### src/rtl/crp_pkg.sv
// crp_pkg: shared constants, codes and types for the cooldown resource pool
// no dependencies; imported by every module of the block
`default_nettype none
package crp_pkg;

	localparam int POOL_SIZE = 64;
	localparam int IDX_W     = (POOL_SIZE > 1) ? $clog2(POOL_SIZE) : 1;
	localparam int CNT_W     = $clog2(POOL_SIZE + 1);
	localparam int TIME_W    = 48;

	// operation codes
	localparam logic [1:0] FN_LOAD    = 2'd0;
	localparam logic [1:0] FN_ADVANCE = 2'd1;
	localparam logic [1:0] FN_CONSUME = 2'd2;

	// result status codes
	localparam logic [1:0] ST_DONE    = 2'd0;
	localparam logic [1:0] ST_GRANTED = 2'd1;
	localparam logic [1:0] ST_NOMATCH = 2'd2;
	localparam logic [1:0] ST_FULL    = 2'd3;

	typedef struct packed {
		logic [1:0]        func;
		logic [15:0]       res_id;
		logic [31:0]       res_price;
		logic [31:0]       res_cooldown;
		logic [TIME_W-1:0] now_time;
		logic [31:0]       budget;
	} req_t;

	typedef struct packed {
		logic [1:0]  status;
		logic [15:0] granted_id;
		logic [31:0] granted_price;
	} rsp_t;

	// per-slot static data written on load
	typedef struct packed {
		logic [15:0] ident;
		logic [31:0] price;
		logic [31:0] cooldown;
	} info_t;

	// controller to datapath commands
	typedef struct packed {
		logic capture;    // latch item, restart scan
		logic scan_step;  // read next slot
		logic finish;     // apply item effect, issue result
	} ctl_cmd_t;

	// datapath to controller status
	typedef struct packed {
		logic scan_last;  // slot being read is the last one
	} dp_stat_t;

endpackage
`default_nettype wire

### src/rtl/crp_ctrl.sv
// crp_ctrl: sequencing state machine of the cooldown resource pool
// depends on crp_pkg
`default_nettype none
module crp_ctrl
	import crp_pkg::*;
(
	input  wire logic       clk,
	input  wire logic       arst_n,
	input  wire logic       start,
	input  wire logic [1:0] func,
	input  wire dp_stat_t   stat,
	output logic            busy,
	output ctl_cmd_t        cmd
);

	typedef enum logic [3:0] {
		S_IDLE   = 4'b0001,
		S_SCAN   = 4'b0010,
		S_DRAIN  = 4'b0100,
		S_FINISH = 4'b1000
	} state_t;

	state_t state_q, state_d;
	logic   accept;

	assign busy   = (state_q != S_IDLE);
	assign accept = start && !busy;

	always_comb begin
		state_d = state_q;
		case (state_q)
			S_IDLE: begin
				if (accept) begin
					if (func == FN_ADVANCE || func == FN_CONSUME)
						state_d = S_SCAN;
					else
						state_d = S_FINISH;
				end
			end
			S_SCAN: begin
				if (stat.scan_last)
					state_d = S_DRAIN;
			end
			S_DRAIN:  state_d = S_FINISH;
			S_FINISH: state_d = S_IDLE;
			default:  state_d = S_IDLE;
		endcase
	end

	always_ff @(posedge clk or negedge arst_n) begin
		if (!arst_n)
			state_q <= S_IDLE;
		else
			state_q <= state_d;
	end

	always_comb begin
		cmd.capture   = accept;
		cmd.scan_step = (state_q == S_SCAN);
		cmd.finish    = (state_q == S_FINISH);
	end

endmodule
`default_nettype wire

### config.mk
export PLATFORM = sky130hd
export DESIGN_NAME = crp_ctrl
export DESIGN_NICKNAME = d
export VERILOG_FILES = /design/src/rtl/crp_pkg.sv /design/src/rtl/crp_ctrl.sv
export SDC_FILE = /design/constraint.sdc
export NUM_CORES = 1
export LEC_CHECK = 0
export ABC_AREA = 1
export BUFFER_PORTS_ARGS = -buffer_cell sky130_fd_sc_hd__clkbuf_2
export CORE_AREA = 2 2 39 41
export DETAILED_ROUTE_END_ITERATION = 7
export DIE_AREA = 0 0 41 43
export GPL_TIMING_DRIVEN = 0
export PLACE_DENSITY_LB_ADDON = 0.12
export SYNTH_ARGS = -nofsm -noshare
export SYNTH_HDL_FRONTEND = slang
export SYNTH_SLANG_ARGS = --single-unit
export TNS_END_PERCENT = 5
### constraint.sdc
create_clock -name clk -period 1.3 [get_ports clk]
set_input_delay 0.13 -clock clk [delete_from_list [all_inputs] [get_ports clk]]
set_output_delay 0.13 -clock clk [all_outputs]
set_load 0.005 [all_outputs]
==> impl_metrics.toml, run 1 <==
[run_status]
status = "finished with violations"
violations = "negative setup slack"

[clocking]
cts_tree = "built"
cts_buffers = 3
clockRootBuffer = "clkbuf_4"
clk_pin_slew_ns = 0.04
insertion_delay_ns = 0.23
cts_buffer_depth = 2
ctsHtreeMaxLevel = 1
numClockSinks = 4

[global_routing]
grt_max_degree = 5
antenna_found_initial = 0
use_met2 = 0.109
first_global_vias = 246
grtUsageMet1 = 0.101
grt_pass1_wl_microns = 952
grt.overflow.total = 0
grt_util_all_layers = 0.0848
met3_usage = 0.0471
grt_busiest_layer = "met2"

[floorplanning]
fp-row-count = 14
die_x_microns = 41
ios = 10
dieArea_sq_mm = 0.00176
coreArea_sq_mm = 0.00138
floorplan.initialDensity = 0.196
dieHeight_microns = 43

[route]
viasPerCell = 3.73
drc_errors = 0
dr.pass1.iters = 1
vias = 276
route.detailed.wl_per_inst_microns = 7.50
ant_nets = 0
drt_iter0_drc = 0
wl_microns = 555

[synthesis]
synth-seq-cells = 4
syn_area_sq_um = 272
synth-xor-area-share = 0
synth_fa_ha_area_frac = 0
syn_area_per_cell_sq_um = 6.96
ys_warn_count = 0
synthDistinctLibCells = 15
synth_area_leader_cell = "dfrtp_1"
synth_top_family_by_area = "simple AND/OR/NAND/NOR gates"
synth_mux_area_frac = 0
synthCells = 39
syn_nets = 45
netlist.area_leader.share = 0.276
ys_top_cells_by_area = "dfrtp_1 28%, inv_1 15%, nand2_1 11%"
yosys.area_share.simple = 0.369
synth-compound-area-share = 0.0645
seq_area_frac_synth = 0.373

[power]
p_leak_nw = 0.255
peakVddDrop_uv = 531
totalPowerFinal_mw = 0.823
cellPowerDensity_mw_per_mm2 = 1980

[worst_setup_path]
cp_slowest_cell = "dfstp_2"
worst-setup-path-type = "reg -> out"
cp-end-kind = "output port"
slowest_delay_ns = 0.53
critical_path.max_fanout = 2
crit_required_ns = 1.17
worst_setup_path_start_kind = "flop"
cp.arrival_ns = 1.18
crit_chain = "nand2_2 -> nor2_4 -> buf_4 -> inv_1 -> clkbuf_2"

[final_layout]
top_register = "state_q"
fin_nets = 65
drive_gt1_frac = 0.517
syn_to_final_growth_pct = 53.0
fin_area_sq_um = 415
largest_reg_flops = 4
fin_cells = 74
n_antenna_cell = 0
reg_top3 = "state_q x4"
postLayoutCoreUtil = 0.300

[placed_design]
dp_hpwl_microns = 455
io_buffers = 9
placed_cells = 64
routabilityCongestion = 0.688
dpl_cell_area_sq_um = 337

[timing]
slew_viol_final = 0
tightestPinTransition_ns = 0.224
rsz0062_at_grt = "true"
setup_viol = 1
timing.fmax_ghz = 0.762
finClkSkew_ns = 0.00199
maxSlewHeadroom = 0.849
finalHoldViolations = 0
final.period_utilization = 1.01
min_period_ns = 1.31
setup_ws_ns = -0.0128

[min_path]
hp-class = "in -> reg"

[run]
max-cap-violations = 0
==> layer usage <==
metal	up-vias	wire, microns
met2	4	299
met1	118	240
met3	0	16
li1	154	-
met4	0	0
met5	-	0
==> where the power goes <==
| group | leakage (nW) | total [mW] | internal [mW] | switching, mW |
|---|---|---|---|---|
| logic | 0.189 | 0.449 | 0.219 | 0.230 |
| registers | 0.0511 | 0.209 | 0.176 | 0.0328 |
| clock network | 0.0150 | 0.165 | 0.115 | 0.0495 |
| total | 0.255 | 0.823 | 0.510 | 0.313 |
==> logic make-up after synthesis <==
group / Yosys count
AOI/OAI and AO/OA: 2
buffers and inverters: 13
DFF: 4
and+or+nand+nor: 20
==> synth_stat cells <==
cell      n
o21ai_2   1
inv_2     1
nor2_2    1
nand2_1   8
buf_4     1
nor4_1    1
nand4_1   1
dfrtp_1   3
nand3_1   4
dfstp_2   1
nor2_1    2
nand2_2   2
inv_1    11
a21oi_2   1
nor2_4    1
==> cell usage in the layout (no fill, tap or decap) <==
| master | n |
|---|---|
| inv_1 | 9 |
| clkbuf_2 | 9 |
| nand2_1 | 7 |
| buf_4 | 6 |
| nand3_1 | 4 |
| inv_2 | 3 |
| nand2_2 | 3 |
| clkbuf_4 | 3 |
| dfrtp_1 | 3 |
| nor2_2 | 2 |
| nor2_4 | 1 |
| nor4_1 | 1 |
| nand4_1 | 1 |
| nor2_1 | 1 |
| a21oi_2 | 1 |
| o21ai_2 | 1 |
| clkbuf_1 | 1 |
| dlygate4sd3_1 | 1 |
| dfstp_2 | 1 |
==> final cells by class <==
type,instances,area (sq um)
clock buffer,4,26.3
fill,166,968
inverter,12,45.0
multi-input combinational,22,123
sequential,4,101
tap,16,20.0
timing repair buffer,16,100
==> worst paths after layout <==
kind | startpoint | to | slack [ns] | depth (start not counted)
min | stat | state_q[2]$_DFFE_PN0P_ | 0.16 | 3
max reg2reg | state_q[0]$_DFFE_PN1P_ | state_q[1]$_DFFE_PN0P_ | 0.01 | 7
min in group asynchronous | arst_n | state_q[1]$_DFFE_PN0P_ | 0.23 | 2
min reg2reg | state_q[1]$_DFFE_PN0P_ | state_q[0]$_DFFE_PN1P_ | 0.63 | 3
max in group asynchronous | arst_n | state_q[0]$_DFFE_PN1P_ | 0.86 | 2
max | state_q[0]$_DFFE_PN1P_ | busy | -0.01 | 5
==> repair_timing <==
action,4_1_cts,5_1_grt
hold buffers,1,0
gates resized for setup,0,4
buffers inserted,5,1
setup endpoints to repair,2,5
pin swaps,3,0
hold endpoints to repair,4,0
==> worst max-delay path, delay by kind of cell, from the launching register on <==
kind,cells,cell delay [ns]
buffers and inverters,3,0.26
DFF,1,0.53
and+or+nand+nor,2,0.16
==> stage by stage <==
| step | setup WS, ns | hold slack [ns] | setup TNS [ns] |
|---|---|---|---|
| 4_1_cts | -0.0285 | 0.165 | -0.0308 |
| 3_5_place_dp | 0.112 | -0.0619 | 0 |
| 5_1_grt | -0.0778 | 0.174 | -0.197 |
| 6_report | -0.0128 | 0.161 | -0.0128 |
| 2_1_floorplan | 0.252 | -0.166 | 0 |
| 3_3_place_gp | 0.0943 | -0.0600 | 0 |
No activity file was read; power rests on OpenSTA's default activity.
==> run 2, diff against run 1 <==
- SETUP_SLACK_MARGIN: default -> 0.3
==> run 2 against run 1 <==
- the run still ends with negative setup slack left
- worst setup slack worse by 0.011 ns
- total power increased by 6.3%
- sequential share of layout area decreased by 0.71 points
- largest power group unchanged
- clock skew up 0.0053 ns
==> impl_metrics.toml, run 2 (synthesis gave the netlist of run 1 again) <==
[power]
p_leak_nw = 0.256
peakVddDrop_uv = 467
totalPowerFinal_mw = 0.875
cellPowerDensity_mw_per_mm2 = 2040

[route]
drt_iter0_drc = 7
ant_nets = 0
vias = 293
drc_errors = 0
route.detailed.wl_per_inst_microns = 8.34
viasPerCell = 3.96
dr.pass1.iters = 2
wl_microns = 617

[placed_design]
io_buffers = 9
dp_hpwl_microns = 475
pre_cts_ws_ns = 0.134
routabilityCongestion = 0.600

[final_layout]
final_cell_mix = "8 x inv_1, 8 x clkbuf_2, 7 x nand2_1, 5 x buf_4, 4 x inv_2"
n_antenna_cell = 0
reg_top3 = "state_q x4"
fin_nets = 65
syn_to_final_growth_pct = 57.6
top_register = "state_q"
drive_gt1_frac = 0.534
largest_reg_flops = 4

[run_status]
violations = "negative setup slack"
status = "finished with violations"

[min_path]
hp-class = "in -> reg"

[timing]
timing.fmax_ghz = 0.755
finalHoldViolations = 0
setup_ws_ns = -0.0239
rsz0062_at_grt = "true"
setup_viol = 2
slew_viol_final = 0
maxSlewHeadroom = 0.840
finClkSkew_ns = 0.00725
final.period_utilization = 1.02
tightestPinTransition_ns = 0.238
min_period_ns = 1.32

[worst_setup_path]
worst-setup-path-type = "reg -> out"
critical_path.max_fanout = 2
cp.arrival_ns = 1.19
worst_setup_path_start_kind = "flop"
cp-end-kind = "output port"
crit_required_ns = 1.17

[clocking]
cts_tree = "built"
clk_pin_slew_ns = 0.04
insertion_delay_ns = 0.24
numClockSinks = 4
cts_buffer_depth = 2
ctsHtreeMaxLevel = 1
cts_buffers = 3
clockRootBuffer = "clkbuf_4"

[global_routing]
grt_pass1_wl_microns = 1120
grt_max_degree = 5
first_global_vias = 301
grt.overflow.total = 0
grt_util_all_layers = 0.0969
antenna_found_initial = 0

[floorplanning]
dieArea_sq_mm = 0.00176
fp-row-count = 14
die_x_microns = 41
coreArea_sq_mm = 0.00138
floorplan.initialDensity = 0.196
ios = 10
dieHeight_microns = 43

[run]
max-cap-violations = 0
==> run 2: area by class of cell <==
cell class	count	area, sq um
fillers	165	956
multi-input cells	22	125
flip-flops and latches	4	101
repair buffers	15	98.8
inverters	12	45.0
clock buffers	4	26.3
well taps	16	20.0
plain buffers	1	11.3
==> run 2: routing by layer <==
layer  share of wire  up-vias  wire length, microns  track usage
met1            0.36      138                   224        0.111
met2            0.62        3                   382        0.147
met3           0.016        0                    10       0.0157
met5               0        -                     0            0
met4               0        0                     0       0.0800
li1                -      152                     -            -
==> run 2: critical path, stage by stage, from the launching register on <==
cell and delay [ns]:
dfstp_2 0.53, nand2_2 0.06, nor2_4 0.10, nand2_2 0.07, inv_2 0.05, buf_6 0.08, buf_6 0.08
==> run 2: final timing paths <==
path	start	to	slack (ns)	cells after the start
setup / recovery	state_q[0]$_DFFE_PN1P_	cmd[2]	-0.02	6
hold / removal	stat	state_q[2]$_DFFE_PN0P_	0.12	3
setup reg to reg	state_q[0]$_DFFE_PN1P_	state_q[3]$_DFFE_PN0P_	0.09	6
hold reg to reg	state_q[3]$_DFFE_PN0P_	state_q[1]$_DFFE_PN0P_	0.64	3
max in group asynchronous	arst_n	state_q[0]$_DFFE_PN1P_	0.86	2
min in group asynchronous	arst_n	state_q[1]$_DFFE_PN0P_	0.23	2
==> run 2: timing repair <==
| item | in CTS | in global routing |
|---|---|---|
| endpoints found under the setup margin | 8 | 8 |
| resized for setup | 2 | 3 |
| pin swaps | 8 | 2 |
| hold buffers | 1 | 0 |
| hold endpoints to repair | 4 | 0 |
| setup buffers | 4 | 1 |
==> run 2: power breakdown <==
part           internal [mW]  switching (mW)  total, mW
sequential             0.176          0.0296      0.206
clock                  0.115          0.0535      0.169
combinational          0.251           0.249      0.500
==> run 2: per-stage QoR <==
step	util	cells	TNS, ns	area (sq um)	hold slack [ns]
global route	0.309	74	-0.202	428	0.146
finish	0.309	74	-0.0386	428	0.116
CTS	0.302	73	-0.0956	418	0.120
global placement	0.246	64	0	340	-0.0603
detailed placement	0.246	64	0	340	-0.0618
floorplan	-	39	0	275	-0.166
==> run 3, diff against run 2 <==
- RECOVER_POWER: default -> 100
==> run 3 against run 2 <==
- the flow still finishes with violations (negative setup slack)
- largest power group unchanged
- combinational power barely moved
- via count fell by 1.0%
- hold slack improved by 0.022 ns
- clock-buffer cell count did not move
- clock skew barely moved
- die area did not move
- utilization fell by 0.45 points
- highest routed layer unchanged
==> impl_metrics.toml, run 3 (synthesis gave the netlist of run 1 again) <==
[run_status]
status = "finished with violations"
violations = "negative setup slack"

[worst_setup_path]
cp-end-kind = "output port"
ff2ff_setup_slack_ns = 0.10
cp.arrival_ns = 1.20
crit_required_ns = 1.17
slowest_delay_ns = 0.53
cp_slowest_cell = "dfstp_2"
critical_path.max_fanout = 2
worst-path-buf-inv = 3
rr_startpoint = "state_q[0]$_DFFE_PN1P_"
r2r_cells = 6
crit_chain = "nand2_2 -> nor2_4 -> nand2_2 -> inv_2 -> buf_6 -> buf_6"
crit_family = "flip-flops"
worst-setup-path-type = "reg -> out"
r2r-end = "state_q[2]$_DFFE_PN0P_"
worst_setup_path_start_kind = "flop"

[power]
p_leak_nw = 0.253
cellPowerDensity_mw_per_mm2 = 2070
peakVddDrop_uv = 468

[route]
wl_microns = 622
ant_nets = 0
route.detailed.wl_per_inst_microns = 8.41
dr_wl_met2_microns = 379
viasPerCell = 3.92
drt_iter0_drc = 3
dr.max_layer_used = "met3"
dr.pass1.iters = 2
wl_met1_microns = 233
vias = 290
drc_errors = 0
wl_met3_microns = 10

[global_routing]
grt_pass1_wl_microns = 1120
grt.overflow.total = 0
grt_util_all_layers = 0.0969
grt_max_degree = 5
first_global_vias = 301
antenna_found_initial = 0

[final_layout]
final_cell_mix = "8 x inv_1, 7 x nand2_1, 7 x clkbuf_2, 5 x buf_4"
fin_area_sq_um = 422
regArea_sq_um = 101
top_register = "state_q"
fillers = 166
syn_to_final_growth_pct = 55.3
n_antenna_cell = 0
fin_cells = 74
layout_commonest_cell = "inv_1"
fin_nets = 65
multi_input_area_sq_um = 120
largest_reg_flops = 4
drive_gt1_frac = 0.500
reg_top3 = "state_q x4"

[clocking]
cts_buffers = 3
numClockSinks = 4
clk_pin_slew_ns = 0.04
clockRootBuffer = "clkbuf_4"
cts_buffer_depth = 2
cts_tree = "built"
insertion_delay_ns = 0.24
ctsHtreeMaxLevel = 1

[timing]
rsz0062_at_grt = "true"
final.setup.tns_ns = -0.0441
setup_ws_ns = -0.0251
tightestPinTransition_ns = 0.238
min_period_ns = 1.33
final.period_utilization = 1.02
maxSlewHeadroom = 0.840
finClkSkew_ns = 0.00706
setup_viol = 2
finalHoldViolations = 0
timing.fmax_ghz = 0.755
slew_viol_final = 0

[run]
max-cap-violations = 0

[placed_design]
placed_cells = 64
routabilityCongestion = 0.600
dpl_cell_area_sq_um = 340
io_buffers = 9
pre_cts_ws_ns = 0.134
dp_hpwl_microns = 475

[floorplanning]
floorplan.initialDensity = 0.196
ios = 10
fp-row-count = 14
coreArea_sq_mm = 0.00138
die_x_microns = 41
dieHeight_microns = 43
dieArea_sq_mm = 0.00176

[min_path]
worst_hold_startpoint = "stat"
holdPathEnd = "state_q[2]$_DFFE_PN0P_"
hp-class = "in -> reg"
holdPathStages = 3
## run 3: cell types whose count changed in the layout (fill, tap and decap cells not counted)
cell and change:
clkbuf_1 +1, clkbuf_2 -1, nand3_2 -1, nand3_1 +1
## run 3: final cells by class
| class | count | area share |
|---|---|---|
| clock buffers | 4 | 0.0623 |
| multi-input cells | 22 | 0.285 |
| plain buffers | 1 | 0.0267 |
| well taps | 16 | 0.0475 |
| inverters | 12 | 0.107 |
| flip-flops and latches | 4 | 0.240 |
| repair buffers | 15 | 0.231 |
## run 3: per-stage QoR
stage | hold slack, ns | power, mW | utilization
3_5_place_dp | -0.0618 | 0.570 | 0.246
3_3_place_gp | -0.0603 | 0.574 | 0.246
4_1_cts | 0.120 | 0.877 | 0.302
2_1_floorplan | -0.166 | 0.466 | -
5_1_grt | 0.177 | 0.943 | 0.305
6_report | 0.138 | 0.872 | 0.305
## run 3: power by group
part,switching [mW],internal (mW)
Clock,0.0537,0.115
Sequential,0.0296,0.176
Combinational,0.246,0.250
## run 3: worst max path at each step
stage	startpoint	to	slack, ns	depth (start not counted)
5_1_grt	state_q[0]$_DFFE_PN1P_	cmd[2]	-0.09	6
2_1_floorplan	state_q[0]$_DFFE_PN1P_	cmd[2]	0.28	5
4_1_cts	state_q[0]$_DFFE_PN1P_	cmd[2]	-0.05	6
6_report	state_q[0]$_DFFE_PN1P_	cmd[2]	-0.03	6
3_5_place_dp	state_q[0]$_DFFE_PN1P_	cmd[2]	0.13	6
3_3_place_gp	state_q[0]$_DFFE_PN1P_	cmd[2]	0.12	6
## run 3: timing repair
| item | in CTS | in global routing |
|---|---|---|
| resized for setup | 2 | 3 |
| pin swaps | 8 | 2 |
| buffers inserted | 4 | 1 |
| setup endpoints to repair | 8 | 8 |
| endpoints found under the hold margin | 4 | 0 |
| cloned | 0 | 0 |
| hold buffers | 1 | 0 |
## run 3: metal layers
metal  track usage  vias up
li1              -      151
met1         0.111      136
met2         0.147        3
met3        0.0157        0
met4        0.0800        0
met5             0        -
## run 3: worst register-to-register path, stage by stage (launching register included)
cell and delay (ns):
dfstp_2 0.53, buf_4 0.12, inv_1 0.05, nor2_1 0.10
nand3_1 0.13, nand3_1 0.13, inv_1 0.04
